--- src/rtl/ifag_div.sv ---
// Radix-2 restoring divider, one quotient bit per cycle.
`default_nettype none

module ifag_div #(
  parameter int NUM_W = 42,
  parameter int DVS_W = 36
) (
  input  wire logic                       clk,
  input  wire logic                       rst,
  input  wire logic                       start,
  input  wire logic [$clog2(NUM_W+1)-1:0] bits,
  input  wire logic [NUM_W-1:0]           num,
  input  wire logic [DVS_W-1:0]           dvs,
  output      logic                       done,
  output      logic [NUM_W-1:0]           quot
);

  localparam int CNT_W = $clog2(NUM_W + 1);

  logic             busy;
  logic [CNT_W-1:0] cnt;
  logic [NUM_W-1:0] num_sr;
  logic [DVS_W-1:0] dvs_r;
  logic [DVS_W-1:0] rem;
  logic [DVS_W:0]   rem_sh;
  logic [DVS_W:0]   rem_sub;
  logic             ge;

  // Shift in the next numerator bit, try the subtract.
  always_comb begin
    rem_sh  = {rem, num_sr[NUM_W-1]};
    rem_sub = rem_sh - {1'b0, dvs_r};
    ge      = (rem_sh >= {1'b0, dvs_r});
  end

  always_ff @(posedge clk) begin
    if (rst) begin
      busy <= 1'b0;
      done <= 1'b0;
      cnt  <= '0;
    end else begin
      done <= 1'b0;
      if (start) begin
        busy <= 1'b1;
        cnt  <= bits;
      end else if (busy) begin
        cnt <= cnt - CNT_W'(1);
        if (cnt == CNT_W'(1)) begin
          busy <= 1'b0;
          done <= 1'b1;
        end
      end
    end
  end

  // Quotient bits replace numerator bits from the bottom.
  always_ff @(posedge clk) begin
    if (start) begin
      num_sr <= num;
      dvs_r  <= dvs;
      rem    <= '0;
    end else if (busy) begin
      num_sr <= {num_sr[NUM_W-2:0], ge};
      rem    <= ge ? rem_sub[DVS_W-1:0] : rem_sh[DVS_W-1:0];
    end
  end

  assign quot = num_sr;

endmodule

`default_nettype wire

--- config.mk ---
export PLATFORM = sky130hd
export DESIGN_NAME = ifag_div
export DESIGN_NICKNAME = d
export VERILOG_FILES = /design/src/rtl/ifag_div.sv
export SDC_FILE = /design/constraint.sdc
export NUM_CORES = 1
export LEC_CHECK = 0
export BUFFER_PORTS_ARGS = -buffer_cell sky130_fd_sc_hd__buf_2
export CORE_ASPECT_RATIO = 1.25
export CORE_MARGIN = 5
export CORE_UTILIZATION = 61
export DETAILED_ROUTE_END_ITERATION = 8
export HOLD_SLACK_MARGIN = 0.06
export PLACE_DENSITY_LB_ADDON = 0.15
export SYNTH_ARGS = -nofsm -noshare
export SYNTH_HDL_FRONTEND = slang
export SYNTH_SLANG_ARGS = --single-unit
--- constraint.sdc ---
create_clock -name clk -period 4.15 [get_ports clk]
set_input_delay 0 -clock clk [delete_from_list [all_inputs] [get_ports clk]]
set_output_delay 0 -clock clk [all_outputs]
set_load 0.005 [all_outputs]
==> reports/summary.md <==
STA
- **Min Clock Period, post-route** 3.291 ns
- **total setup violations reported at the end of the flow** 0
- **worst setup margin** 0.8594 ns
- **final period utilization** 0.7929
- **total count of hold-check failures in the final report** 0
- **Slew @ Worst Pin** 1.035 ns
- **RSZ-0062 raised after global routing** no
- **setup skew after layout** 0.01267 ns
- **setup TNS after final layout** 0 ns
- **Slew headroom** 0.3099
- **max frequency** 303.9 MHz
- **final-report max-slew violation count** 0

Synth
- **Cells after Synth** 682
- **number of nets in the synthesized netlist** 808
- **top cell type's share of synthesized area** 0.3295
- **dominant cells by area after synthesis** edfxtp_1 (33%), dfxtp_1 (12%), mux2_2 (7.0%), ha_1 (6.7%), nor2_1 (4.2%)
- **asr flop ratio synth** 0
- **Primary FF master, synth** edfxtp_1
- **count of flip-flops with a built-in enable after synthesis** 78
- **register area share after synthesis** 0.4534
- **Synth cell types** 63
- **cell taking the most area after synthesis** edfxtp_1
- **number of flip-flops and latches in the synthesized netlist** 122
- **number of warnings issued by yosys** 0
- **mean instance size in the synthesized netlist** 10.42 sq um
- **Syn Std Cell Area** 0.007109 sq mm

Route
- **routed via count** 6088
- **number of nets with antenna violations after routing** 0
- **detailed-router iteration count before antenna repair** 5
- **Iter 0 DRT Violations** 368
- **Total Routed Length** 18770 um
- **average wire per standard cell** 18.06 um
- **via density per instance** 5.859
- **remaining routing DRC violations** 0

Placement
- **IO buf count** 129
- **Placed Area** 0.007787 sq mm
- **final weighted congestion in routability-driven placement** 0.9119
- **placement-stage worst setup slack** 0.8682 ns
- **post-detail-place hpwl** 10860 um

Power and ir drop
- **static power due to leakage** 3.981 nW
- **internal power contribution** 2.808 mW
- **Reg power frac** 0.378
- **fraction of power spent switching nets** 0.2921
- **Worst IR Drop VDD** 0.0004594 V
- **Cell Pwr Density** 426.5 mW/mm^2
- **part of the total power dissipated in the clock network** 0.389
- **combinational share of power** 0.232
- **Psw** 1.158 mW

Die
- **chip width** 106.6 um
- **number of placement rows** 44
- **num ports** 130
- **Core ar.** 0.01151 sq mm
- **die area** 0.01393 sq mm
- **Vert. Die Dim** 130.7 um
- **Initial Utilization** 0.6179

GRT
- **wire length of the first global-routing pass** 30190 um
- **number of antenna violations at the first check in global routing** 0
- **maximum number of pins on one net before global-route repair** 82
- **number of global-route vias before repair** 6136
- **Tot GR Track Use** 0.2743
- **leftover overflow at the end of global routing** 0

Worst setup path
- **arrival time worst endpoint** 3.61 ns
- **critical setup path kind** reg2reg
- **standard cell with the maximum stage delay on the critical path** nand3_4
- **element type at the critical path end** register
- **R2R setup slack** 0.86 ns
- **peak fanout along the critical path** 42
- **Req. time, crit path** 4.47 ns
- **crit path launch type** register
- **delay contributed by the slowest stage of the critical path** 0.47 ns
- **critical path cell sequence** inv_1 > ha_1 > a21oi_1 > o221ai_2 > a221oi_2 > o41ai_4 > o211ai_2 > nand3_4 > buf_4 > mux2i_1 > a211oi_1

Clock tree
- **setup fix buffers added after clock tree synthesis** 0
- **clock network latency to the later pin of the worst-skew pair** 0.42 ns
- **Clock Root Buffer** clkbuf_16
- **maximum count of clock buffers along a single path** 2
- **TritonCTS sink count** 122
- **CTS tree** built
- **TritonCTS buffer count** 17
- **H-Tree Level Count** 4
- **clock transition at the registers of the reported paths** 0.06 ns

Layout
- **area of all placed cells without fillers** 0.009300 sq mm
- **utilization after layout** 0.8083
- **Area growth, synth to finish** 30.82%
- **proportion of layout cells with a drive suffix above 1** 0.2575
- **count of antenna diodes in the layout** 0
- **Register Area** 0.003224 sq mm
- **number of filler cells placed in the layout** 646
- **Multi-input gate area** 0.003525 sq mm
- **number of nets in the finished design** 1014

Min path
- **path class of the lowest-slack min-delay path** in2reg

Outcome
- **status** finished, final reports clean

Flow run
- **count of max-cap constraint violations** 0

==> sequential cells by signal, summed over array words and instances, names as in the netlist <==
register / cells
quot: 42
dvs_r: 36
rem: 36
cnt: 6
busy: 1
done: 1
==> Yosys cell counts (4+ instances only) <==
cell type,n
a211oi_1,31
a21o_1,16
a21oi_1,36
a31oi_1,4
buf_2,4
buf_6,4
clkbuf_1,27
dfxtp_1,44
edfxtp_1,78
ha_1,38
inv_1,52
mux2_2,44
mux2i_1,24
nand2_1,30
nand2b_1,6
nand3_1,12
nand4_1,9
nor2_1,79
nor3_1,12
o211ai_1,7
o21a_1,6
o21ai_0,18
o21ai_1,5
o21bai_1,6
o31ai_1,5
xnor2_1,18
xor2_1,12
==> layout make-up <==
class / instances / area share
Clock buffer: 18 / 0.04722
Clock inverter: 14 / 0.01857
Inverter: 52 / 0.02099
Multi-Input combinational cell: 473 / 0.3790
Sequential cell: 122 / 0.3467
Tap cell: 138 / 0.01857
Timing Repair Buffer: 222 / 0.1690
==> power by group through the flow <==
stage,logic [mW],registers (mW),clock network [mW]
4_1_cts,0.898,1.49,1.54
3_5_place_dp,0.823,1.51,0
3_3_place_gp,0.801,1.51,0
6_report,0.921,1.50,1.54
5_1_grt,1.01,1.51,1.61
2_1_floorplan,0.628,1.50,0
==> metrics by stage <==
stage / std cells / hold slack [ns] / total power, mW
after floorplan: 682 / 0.09887 / 2.124
after global placement: 917 / 0.1759 / 2.309
after detailed placement: 917 / 0.1783 / 2.334
after CTS: 1039 / 0.06557 / 3.931
after global routing: 1039 / 0.09884 / 4.129
final: 1039 / 0.09888 / 3.966
==> final timing paths <==
kind                       startpoint              endpoint  cells past startpoint
setup / recovery  dvs_r[12]$_DFFE_PP_  rem[11]$_SDFFE_PP0P_                     11
hold / removal                  start  rem[21]$_SDFFE_PP0P_                      2
setup reg to reg  dvs_r[12]$_DFFE_PP_  rem[11]$_SDFFE_PP0P_                     11
hold reg to reg   rem[7]$_SDFFE_PP0P_   rem[7]$_SDFFE_PP0P_                      2
==> per-layer routing <==
metal / global-route usage / routed length, um
met1: 0.3210 / 7471
met2: 0.4807 / 9426
met3: 0.07322 / 1281
met4: 0.1114 / 590
met5: 0 / 0
==> cell families (layout without fill, tap and decap cells) <==
group                      after synthesis  in the layout  share of synthesized area
and+or+nand+nor                        173            173                     0.1156
xor gates and xnor gates                30             30                    0.03696
buffers and inverters                   87            306                    0.05086
muxes                                   68             68                     0.1035
adders and majority gates               39             39                    0.06969
DFF                                    122            122                     0.4534
AOI/OAI and AO/OA                      163            163                     0.1700
==> cell usage in the layout (no fill, tap or decap), types with 17 or more instances in the layout <==
| master | count |
|---|---|
| mux2i_1 | 24 |
| buf_2 | 128 |
| nand2_1 | 30 |
| xnor2_1 | 18 |
| nor2_1 | 79 |
| a21oi_1 | 36 |
| dlygate4sd3_1 | 90 |
| dfxtp_1 | 43 |
| mux2_2 | 44 |
| ha_1 | 38 |
| a211oi_1 | 31 |
| o21ai_0 | 18 |
| clkbuf_16 | 17 |
| inv_1 | 52 |
| edfxtp_1 | 78 |
==> timing repair <==
action / 4_1_cts / 5_1_grt
hold buffers: 90 / 0
resized for setup: 0 / 0
hold endpoints to repair: 86 / 0
==> worst max-delay path, delay by kind of cell (launching register included) <==
family | cells | cell delay [ns]
multiplexers | 1 | 0.13
AO/OA/AOI/OAI | 6 | 1.44
adder cells (fa/ha/maj) | 1 | 0.37
AND/OR/NAND/NOR | 1 | 0.47
flip-flops | 1 | 0.31
buffers and inverters | 2 | 0.44
No activity file was read; power rests on OpenSTA's default activity.
